File: config.mk
export PLATFORM = sky130hd
export DESIGN_NAME = matrix4x4_multiply_unit_flat
export DESIGN_NICKNAME = d
export VERILOG_FILES = /design/src/design/mat4mul_pkg.sv /design/src/design/mat4mul_req_if.sv /design/src/design/mat4mul_rsp_if.sv /design/src/design/matrix4x4_multiply_unit.sv /design/src/flat_wrapper.sv
export SDC_FILE = /design/constraint.sdc
export NUM_CORES = 2
export LEC_CHECK = 0
export BUFFER_PORTS_ARGS = -buffer_cell sky130_fd_sc_hd__buf_2
export CORE_MARGIN = 8
export CORE_UTILIZATION = 55
export DETAILED_ROUTE_END_ITERATION = 12
export GPL_ROUTABILITY_DRIVEN = 0
export PLACE_DENSITY = 0.82
export SYNTH_ARGS = -nofsm -noshare
export SYNTH_HDL_FRONTEND = slang
export SYNTH_SLANG_ARGS = --single-unit
export TNS_END_PERCENT = 100
File: constraint.sdc
create_clock -name clock -period 22.6 [get_ports clock]
set_input_delay 4.52 -clock clock [delete_from_list [all_inputs] [get_ports clock]]
set_output_delay 4.52 -clock clock [all_outputs]
set_load 0.005 [all_outputs]
File: src/design/mat4mul_pkg.sv
`timescale 1ns / 1ps
// ----------------------------------------------------------------------------
// mat4mul_pkg
// Shared widths, defaults, opcodes and sequencer states of the 4x4 matrix
// multiply unit.
// ----------------------------------------------------------------------------
package mat4mul_pkg;

   localparam int DIM_DEF       = 4;
   localparam int FRAC_BITS_DEF = 16;

   localparam int OP_W    = 2;
   localparam int INDEX_W = 2;   // row / col field width on the channels
   localparam int VALUE_W = 32;

   typedef enum logic [OP_W-1:0] {
      OP_LOAD_A = 2'd0,
      OP_LOAD_B = 2'd1,
      OP_MUL    = 2'd2
   } op_type;

   typedef enum logic [1:0] {
      ST_IDLE,
      ST_READ,
      ST_DRAIN,
      ST_EMIT
   } state_type;

endpackage

File: src/design/mat4mul_req_if.sv
`timescale 1ns / 1ps
// ----------------------------------------------------------------------------
// mat4mul_req_if
// Request channel: element loads and multiply commands.
// ----------------------------------------------------------------------------
interface mat4mul_req_if import mat4mul_pkg::*; ();

   logic                      valid;
   logic                      ready;
   logic [OP_W-1:0]           op;
   logic [INDEX_W-1:0]        row;
   logic [INDEX_W-1:0]        col;
   logic signed [VALUE_W-1:0] value;

   modport source (output valid, output op, output row, output col, output value,
                   input ready);
   modport sink   (input valid, input op, input row, input col, input value,
                   output ready);

endinterface

File: src/design/mat4mul_rsp_if.sv
`timescale 1ns / 1ps
// ----------------------------------------------------------------------------
// mat4mul_rsp_if
// Response channel: product elements in row-major order.
// ----------------------------------------------------------------------------
interface mat4mul_rsp_if import mat4mul_pkg::*; ();

   logic                      valid;
   logic                      ready;
   logic [INDEX_W-1:0]        out_row;
   logic [INDEX_W-1:0]        out_col;
   logic signed [VALUE_W-1:0] out_value;
   logic                      last;

   modport source (output valid, output out_row, output out_col, output out_value,
                   output last, input ready);
   modport sink   (input valid, input out_row, input out_col, input out_value,
                   input last, output ready);

endinterface

File: src/design/matrix4x4_multiply_unit.sv
`timescale 1ns / 1ps
// ----------------------------------------------------------------------------
// matrix4x4_multiply_unit
// DIM x DIM signed fixed-point matrix multiply with one shared multiplier
// and accumulator, stepped by a small sequencer.
// ----------------------------------------------------------------------------
//  channel | dir | handshake          | payload
//  --------+-----+--------------------+----------------------------------
//  req_ch  | in  | valid/ready        | op, row, col, value
//  rsp_ch  | out | valid/ready        | out_row, out_col, out_value, last
//
//  A load request writes one entry of A or B. A multiply request returns
//  DIM*DIM responses; each element is a dot product over DIM operand
//  pairs read through the single multiplier, followed by a drain of the
//  read/multiply/accumulate pipe and a load into the response register;
//  backpressure on the response delays the next element. Requests are
//  taken only when idle. Synchronous reset clears both matrices to zero
//  via per-entry valid bits. A stalled response holds its payload until taken.
// ----------------------------------------------------------------------------
module matrix4x4_multiply_unit import mat4mul_pkg::*; #(
   parameter int DIM       = DIM_DEF,
   parameter int FRAC_BITS = FRAC_BITS_DEF
) (
   input  logic          clock,
   input  logic          reset,
   mat4mul_req_if.sink   req_ch,
   mat4mul_rsp_if.source rsp_ch
);

   localparam int ENTRIES = DIM * DIM;
   localparam int RW      = $clog2(DIM);
   localparam int IDX_W   = $clog2(ENTRIES);
   localparam int PROD_W  = 2 * VALUE_W;
   localparam int ACC_W   = PROD_W + $clog2(DIM);

   localparam logic [RW-1:0] LAST_IDX = RW'(DIM - 1);
   localparam logic signed [ACC_W-1:0] SAT_MAX = ACC_W'(32'sh7FFF_FFFF);
   localparam logic signed [ACC_W-1:0] SAT_MIN = ACC_W'(32'sh8000_0000);

   state_type state_ff, state_in;
   logic [RW-1:0] r_ff, r_in, c_ff, c_in, k_ff, k_in;
   logic          req_ready, rsp_valid, rsp_last;
   logic          acc_clr, out_load;

   // operand stores
   logic signed [VALUE_W-1:0] mem_a [ENTRIES];
   logic signed [VALUE_W-1:0] mem_b [ENTRIES];
   logic [ENTRIES-1:0]        valid_a_ff, valid_b_ff;

   logic                      req_acc, wr_ok, we_a, we_b;
   logic [IDX_W-1:0]          wr_idx, a_addr, b_addr;

   // pipe: read -> multiply -> accumulate
   logic                      rd_vld_ff, prod_vld_ff;
   logic signed [VALUE_W-1:0] a_rd_ff, b_rd_ff, a_op, b_op;
   logic                      a_ok_ff, b_ok_ff;
   logic signed [PROD_W-1:0]  prod_in, prod_ff;
   logic signed [ACC_W-1:0]   acc_ff, acc_in, shifted;
   logic signed [VALUE_W-1:0] out_value_ff, sat_value;

   // --- request decode -----------------------------------------------------
   assign req_acc = req_ch.valid && req_ready;
   assign wr_ok   = (int'(req_ch.row) < DIM) && (int'(req_ch.col) < DIM);
   assign wr_idx  = IDX_W'(int'(req_ch.row) * DIM + int'(req_ch.col));
   assign we_a    = req_acc && wr_ok && (op_type'(req_ch.op) == OP_LOAD_A);
   assign we_b    = req_acc && wr_ok && (op_type'(req_ch.op) == OP_LOAD_B);

   always_ff @(posedge clock) begin
      if (we_a) begin
         mem_a[wr_idx] <= req_ch.value;
      end
      if (we_b) begin
         mem_b[wr_idx] <= req_ch.value;
      end
   end

   always_ff @(posedge clock) begin
      if (reset) begin
         valid_a_ff <= '0;
         valid_b_ff <= '0;
      end else begin
         if (we_a) begin
            valid_a_ff[wr_idx] <= 1'b1;
         end
         if (we_b) begin
            valid_b_ff[wr_idx] <= 1'b1;
         end
      end
   end

   // --- sequencer ----------------------------------------------------------
   assign rsp_last = (r_ff == LAST_IDX) && (c_ff == LAST_IDX);

   always_comb begin
      state_in  = state_ff;
      r_in      = r_ff;
      c_in      = c_ff;
      k_in      = k_ff;
      acc_clr   = 1'b0;
      out_load  = 1'b0;
      req_ready = 1'b0;
      rsp_valid = 1'b0;
      unique case (state_ff)
         ST_IDLE: begin
            req_ready = 1'b1;
            if (req_ch.valid && op_type'(req_ch.op) == OP_MUL) begin
               state_in = ST_READ;
               r_in     = '0;
               c_in     = '0;
               k_in     = '0;
               acc_clr  = 1'b1;
            end
         end
         ST_READ: begin
            if (k_ff == LAST_IDX) begin
               k_in     = '0;
               state_in = ST_DRAIN;
            end else begin
               k_in = k_ff + 1'b1;
            end
         end
         ST_DRAIN: begin
            // wait for the last product to land in the accumulator
            if (!rd_vld_ff && !prod_vld_ff) begin
               out_load = 1'b1;
               state_in = ST_EMIT;
            end
         end
         ST_EMIT: begin
            rsp_valid = 1'b1;
            if (rsp_ch.ready) begin
               if (rsp_last) begin
                  state_in = ST_IDLE;
               end else begin
                  acc_clr  = 1'b1;
                  state_in = ST_READ;
                  if (c_ff == LAST_IDX) begin
                     c_in = '0;
                     r_in = r_ff + 1'b1;
                  end else begin
                     c_in = c_ff + 1'b1;
                  end
               end
            end
         end
      endcase
   end

   always_ff @(posedge clock) begin
      if (reset) begin
         state_ff    <= ST_IDLE;
         r_ff        <= '0;
         c_ff        <= '0;
         k_ff        <= '0;
         rd_vld_ff   <= 1'b0;
         prod_vld_ff <= 1'b0;
      end else begin
         state_ff    <= state_in;
         r_ff        <= r_in;
         c_ff        <= c_in;
         k_ff        <= k_in;
         rd_vld_ff   <= (state_ff == ST_READ);
         prod_vld_ff <= rd_vld_ff;
      end
   end

   // --- datapath -----------------------------------------------------------
   assign a_addr = IDX_W'(int'(r_ff) * DIM + int'(k_ff));
   assign b_addr = IDX_W'(int'(k_ff) * DIM + int'(c_ff));

   always_ff @(posedge clock) begin
      a_rd_ff <= mem_a[a_addr];
      b_rd_ff <= mem_b[b_addr];
      a_ok_ff <= valid_a_ff[a_addr];
      b_ok_ff <= valid_b_ff[b_addr];
   end

   // never-written entries read as zero
   assign a_op    = a_ok_ff ? a_rd_ff : '0;
   assign b_op    = b_ok_ff ? b_rd_ff : '0;
   assign prod_in = a_op * b_op;

   always_comb begin
      acc_in = acc_ff;
      if (acc_clr) begin
         acc_in = '0;
      end else if (prod_vld_ff) begin
         acc_in = acc_ff + ACC_W'(prod_ff);
      end
   end

   assign shifted = acc_ff >>> FRAC_BITS;

   always_comb begin
      if (shifted > SAT_MAX) begin
         sat_value = SAT_MAX[VALUE_W-1:0];
      end else if (shifted < SAT_MIN) begin
         sat_value = SAT_MIN[VALUE_W-1:0];
      end else begin
         sat_value = shifted[VALUE_W-1:0];
      end
   end

   always_ff @(posedge clock) begin
      prod_ff <= prod_in;
      acc_ff  <= acc_in;
      if (out_load) begin
         out_value_ff <= sat_value;
      end
   end

   // --- ports --------------------------------------------------------------
   assign req_ch.ready     = req_ready;
   assign rsp_ch.valid     = rsp_valid;
   assign rsp_ch.out_row   = INDEX_W'(r_ff);
   assign rsp_ch.out_col   = INDEX_W'(c_ff);
   assign rsp_ch.out_value = out_value_ff;
   assign rsp_ch.last      = rsp_last;

   // --- assertions ---------------------------------------------------------
   a_mul_starts_at_origin: assert property (@(posedge clock) disable iff (reset)
      (req_ch.valid && req_ch.ready && op_type'(req_ch.op) == OP_MUL) |=>
      (state_ff == ST_READ && r_ff == '0 && c_ff == '0 && k_ff == '0))
      else $error("multiply request did not start at element zero");

   a_pipe_empty_at_element_start: assert property (@(posedge clock) disable iff (reset)
      (state_ff == ST_READ && k_ff == '0) |-> (!rd_vld_ff && !prod_vld_ff))
      else $error("element started with products still in flight");

   a_last_returns_idle: assert property (@(posedge clock) disable iff (reset)
      (rsp_ch.valid && rsp_ch.ready && rsp_ch.last) |=> (state_ff == ST_IDLE))
      else $error("sequencer did not return to idle after final element");

   a_no_overlap: assert property (@(posedge clock) disable iff (reset)
      (rsp_ch.valid) |-> (!req_ch.ready && !rd_vld_ff && !prod_vld_ff))
      else $error("request taken or pipe busy while a response is pending");

endmodule
File: src/flat_wrapper.sv
// flat-port wrapper written by rule: the top's interface ports become plain ports
module matrix4x4_multiply_unit_flat import mat4mul_pkg::*;
#(
   parameter int DIM       = DIM_DEF,
   parameter int FRAC_BITS = FRAC_BITS_DEF
)
  (clock, reset, req_ch_valid, req_ch_op, req_ch_row, req_ch_col, req_ch_value, req_ch_ready, rsp_ch_valid, rsp_ch_out_row, rsp_ch_out_col, rsp_ch_out_value, rsp_ch_last, rsp_ch_ready);
  mat4mul_req_if req_ch_i ();
  mat4mul_rsp_if rsp_ch_i ();
  input  logic clock;
  input  logic reset;
  input wire logic [$bits(req_ch_i.valid)-1:0] req_ch_valid;
  input wire logic [$bits(req_ch_i.op)-1:0] req_ch_op;
  input wire logic [$bits(req_ch_i.row)-1:0] req_ch_row;
  input wire logic [$bits(req_ch_i.col)-1:0] req_ch_col;
  input wire logic [$bits(req_ch_i.value)-1:0] req_ch_value;
  output wire logic [$bits(req_ch_i.ready)-1:0] req_ch_ready;
  output wire logic [$bits(rsp_ch_i.valid)-1:0] rsp_ch_valid;
  output wire logic [$bits(rsp_ch_i.out_row)-1:0] rsp_ch_out_row;
  output wire logic [$bits(rsp_ch_i.out_col)-1:0] rsp_ch_out_col;
  output wire logic [$bits(rsp_ch_i.out_value)-1:0] rsp_ch_out_value;
  output wire logic [$bits(rsp_ch_i.last)-1:0] rsp_ch_last;
  input wire logic [$bits(rsp_ch_i.ready)-1:0] rsp_ch_ready;
  assign req_ch_i.valid = req_ch_valid;
  assign req_ch_i.op = req_ch_op;
  assign req_ch_i.row = req_ch_row;
  assign req_ch_i.col = req_ch_col;
  assign req_ch_i.value = req_ch_value;
  assign req_ch_ready = req_ch_i.ready;
  assign rsp_ch_valid = rsp_ch_i.valid;
  assign rsp_ch_out_row = rsp_ch_i.out_row;
  assign rsp_ch_out_col = rsp_ch_i.out_col;
  assign rsp_ch_out_value = rsp_ch_i.out_value;
  assign rsp_ch_last = rsp_ch_i.last;
  assign rsp_ch_i.ready = rsp_ch_ready;
  matrix4x4_multiply_unit #(.DIM(DIM), .FRAC_BITS(FRAC_BITS)) u_core (.clock(clock), .reset(reset), .req_ch(req_ch_i), .rsp_ch(rsp_ch_i));
endmodule
==> run summary <==
status: finished with violations
failing checks: DRC
CP required: 23.16 ns
DR vias/cell: 6.362
Cell Rows: 145
Worst Setup Start Kind: register
Post-route DRC: 2
net load switching power: 1315 uW
Synth Register Bits: 1294
hold endpoint: u_core.valid_a_ff[7]
Avg Cell Area, Syn: 12.77 um2
Final Max Slew Viols: 0
antenna violation net count after detailed routing: 0
Post-synth top flop: edfxtp_1
r2r worst-path depth: 23
Synth area leader: edfxtp_1
RSZ-0062 raised after global routing: false
CTS buffer count: 118
Synth top area share: 0.3690
Slew HR: 0.02431
DR WL/cell: 28.07 um
Synth cell types: 90
DP Wirelength: 163.2 mm
Post-synth EDFFs: 1056
clock period minus worst slack: 9.772 ns
arrival time worst endpoint: 10.33 ns
Pint: 4025 uW
maximum clock frequency: 102.3 MHz
cells after synthesis: 6732
sw frac: 0.2462
Hold WC Path Type: register to register
DR pass1 iterations: 13
Chip Height: 411.3 um
Fin. Hold Viols: 0
leakage power: 0.03663 uW
Sequential Power Share: 0.512
dpl cell area: 88600 um2
most frequent cells in the layout: fa_1 (1083), edfxtp_1 (1056), inv_1 (1007)
Layout area overhead: 7.865%
Multi-input gate area: 44620 um2
wirelength, routed: 248.5 mm
Synth async-reset ratio: 0
first-pass GRT wire length: 369.5 mm
num ports: 81
Via Count: 56320
Iter 0 DRT Violations: 7847
PD cells: 57.60 nW/um2
die area: 169200 um2
Syn Std Cell Area: 85940 um2
CORE AREA: 155700 um2
post-route clock period utilization: 0.4324
combinational power share: 0.093
Hold Path Origin: u_core.valid_a_ff[7]
die width: 411.3 um
CTS root buf: clkbuf_16
TritonCTS clock tree: yes
post-CTS sizing: 0
r2r setup slk: 12.83 ns
Sink Count: 1294
CP max FO: 64
worst vdd ir: 0.00008097 V
clock share of power: 0.395
H-tree Lvls: 3
Max Root-Sink Buffers: 3
Finish-stage setup viols: 0
largest cells by area after synthesis: edfxtp_1 (37%), fa_1 (25%), mux4_2 (8.6%), dfxtp_1 (5.5%), inv_1 (4.4%)
FF/Latch Area: 36500 um2
clk slew on worst S/H paths: 0.07 ns
largest net degree at the start of global routing: 77
reg2reg end: u_core.prod_ff[63]
number of fillers in the final layout: 11150
vias in the first global route: 59890
postcts setup bufs: 0
CTS Hold Bufs: 0
Setup Skew: 0.1220 ns
initial antenna violation count: 17
design area: 92700 um2
Worst Hold Path Cells: 2
TNS Setup: 0 ns
Total GRT Usage: 0.2916
post-synthesis net count: 8113
Seq/Total Area, Yosys: 0.4244
Nets: 8067
grt ovf: 0
Initial Util: 0.5521
input/output buffers: 80
Max Cap Violations: 0
Worst Max-Slew Pin Slew: 1.463 ns
type of the worst setup path: register to register
crit end category: register
layout cell share with drive strength beyond 1: 0.1158
worst skew pair latency: 0.80 ns
worst r2r src: u_core.a_ok_ff
Synth Warn #: 0
commonest non-fill, non-tap cell in the layout: fa_1
[critical path, cell delays in order (launching register included)]
cell,delay (ns)
dfxtp_2,0.99
and2_0,1.22
nand2_1,0.22
fa_1,0.61
fa_1,0.44
fa_1,0.48
fa_1,0.55
inv_1,0.05
fa_1,0.48
fa_1,0.46
fa_1,0.54
fa_1,0.44
ha_1,0.38
a21oi_1,0.39
nor2b_1,0.18
o21ai_0,0.10
nor4_1,0.22
o21ai_1,0.12
a21oi_1,0.35
o21ai_1,0.25
a41oi_2,0.38
o211ai_1,0.24
nor4_1,0.32
nor3_1,0.09
[cell families after synthesis]
kind of cell | Yosys count | share of synthesized area
multiplexers | 368 | 0.09092
AND/OR/NAND/NOR | 1746 | 0.08393
XOR/XNOR | 121 | 0.01233
AO/OA/AOI/OAI | 513 | 0.03963
flip-flops | 1294 | 0.4244
adder cells (fa/ha/maj) | 1339 | 0.2895
buffers and inverters | 1351 | 0.05923
[cell type report]
class | instances | share of cell area
Antenna cell | 4 | 0.0001080
Sequential cell | 1294 | 0.3937
Inverter | 1008 | 0.04082
Timing Repair Buffer | 177 | 0.01217
Clock inverter | 78 | 0.009678
Tap cell | 2058 | 0.02778
Clock buffer | 146 | 0.03443
Multi-Input combinational cell | 4087 | 0.4813
[flip-flops by register name (all words and copies together), names as in the netlist, 2 cells and up]
| register | cells |
|---|---|
| u_core.a_rd_ff | 32 |
| u_core.acc_ff | 66 |
| u_core.b_rd_ff | 32 |
| u_core.k_ff | 2 |
| u_core.mem_a | 512 |
| u_core.mem_b | 512 |
| u_core.prod_ff | 64 |
| u_core.rsp_ch.out_col | 2 |
| u_core.rsp_ch.out_row | 2 |
| u_core.rsp_ch.out_value | 32 |
| u_core.state_ff | 2 |
| u_core.valid_a_ff | 16 |
| u_core.valid_b_ff | 16 |
[worst max-delay path by stage]
stage                        start  slack, ns            endpoint
finish              u_core.a_ok_ff      12.83  u_core.prod_ff[63]
global route        u_core.a_ok_ff      12.39  u_core.prod_ff[63]
global placement    u_core.a_ok_ff      13.46  u_core.prod_ff[63]
CTS                 u_core.a_ok_ff      12.95  u_core.prod_ff[63]
detailed placement  u_core.a_ok_ff      13.03  u_core.prod_ff[63]
floorplan           u_core.a_ok_ff      14.29  u_core.prod_ff[63]
[per-layer routing]
layer	GRT usage	wire length, um
met3	0.1135	35690
met5	0.002872	82
met1	0.3395	80510
met2	0.4621	112900
met4	0.1685	19340
[metrics by stage]
| stage | util | total power, uW | setup slack [ns] | instances | hold WS, ns |
|---|---|---|---|---|---|
| after floorplan | - | 3087 | 14.29 | 6732 | 0.4348 |
| after global placement | 0.5692 | 3234 | 13.46 | 8624 | 0.4441 |
| after detailed placement | 0.5692 | 3260 | 13.03 | 8624 | 0.4582 |
| after CTS | 0.5955 | 5347 | 12.95 | 8848 | 0.4732 |
| after global routing | 0.5955 | 5482 | 12.39 | 8850 | 0.4961 |
| final | 0.5955 | 5339 | 12.83 | 8852 | 0.4694 |
[cell usage after synthesis, drive strengths merged, types with 4 or more instances]
cell,number
fa,1083
edfxtp,1056
inv,1007
nor2,787
nand2,673
mux4,330
clkbuf,299
ha,256
dfxtp,238
a21oi,171
o21ai,95
xnor2,81
a21o,76
and2,70
nand3,52
buf,44
xor2,40
mux2i,37
nor3,35
o21bai,30
nand4,29
and3,18
nor2b,17
a211oi,16
a31oi,16
nand2b,16
o21a,14
nor4,11
o31ai,11
o21ba,10
o211ai,9
a221oi,8
or2,8
o22ai,7
or3,7
nand3b,6
a21boi,5
nor3b,5
o31a,5
or4,5
a41oi,4
o221ai,4
[power groups by stage]
| stage | clock, uW | combinational (uW) | sequential, uW |
|---|---|---|---|
| 3_3_place_gp | 0 | 460 | 2770 |
| 2_1_floorplan | 0 | 341 | 2750 |
| 5_1_grt | 2200 | 541 | 2740 |
| 4_1_cts | 2130 | 492 | 2730 |
| 3_5_place_dp | 0 | 480 | 2780 |
| 6_report | 2110 | 498 | 2730 |
Note: power is estimated with default switching activity, not from simulation.
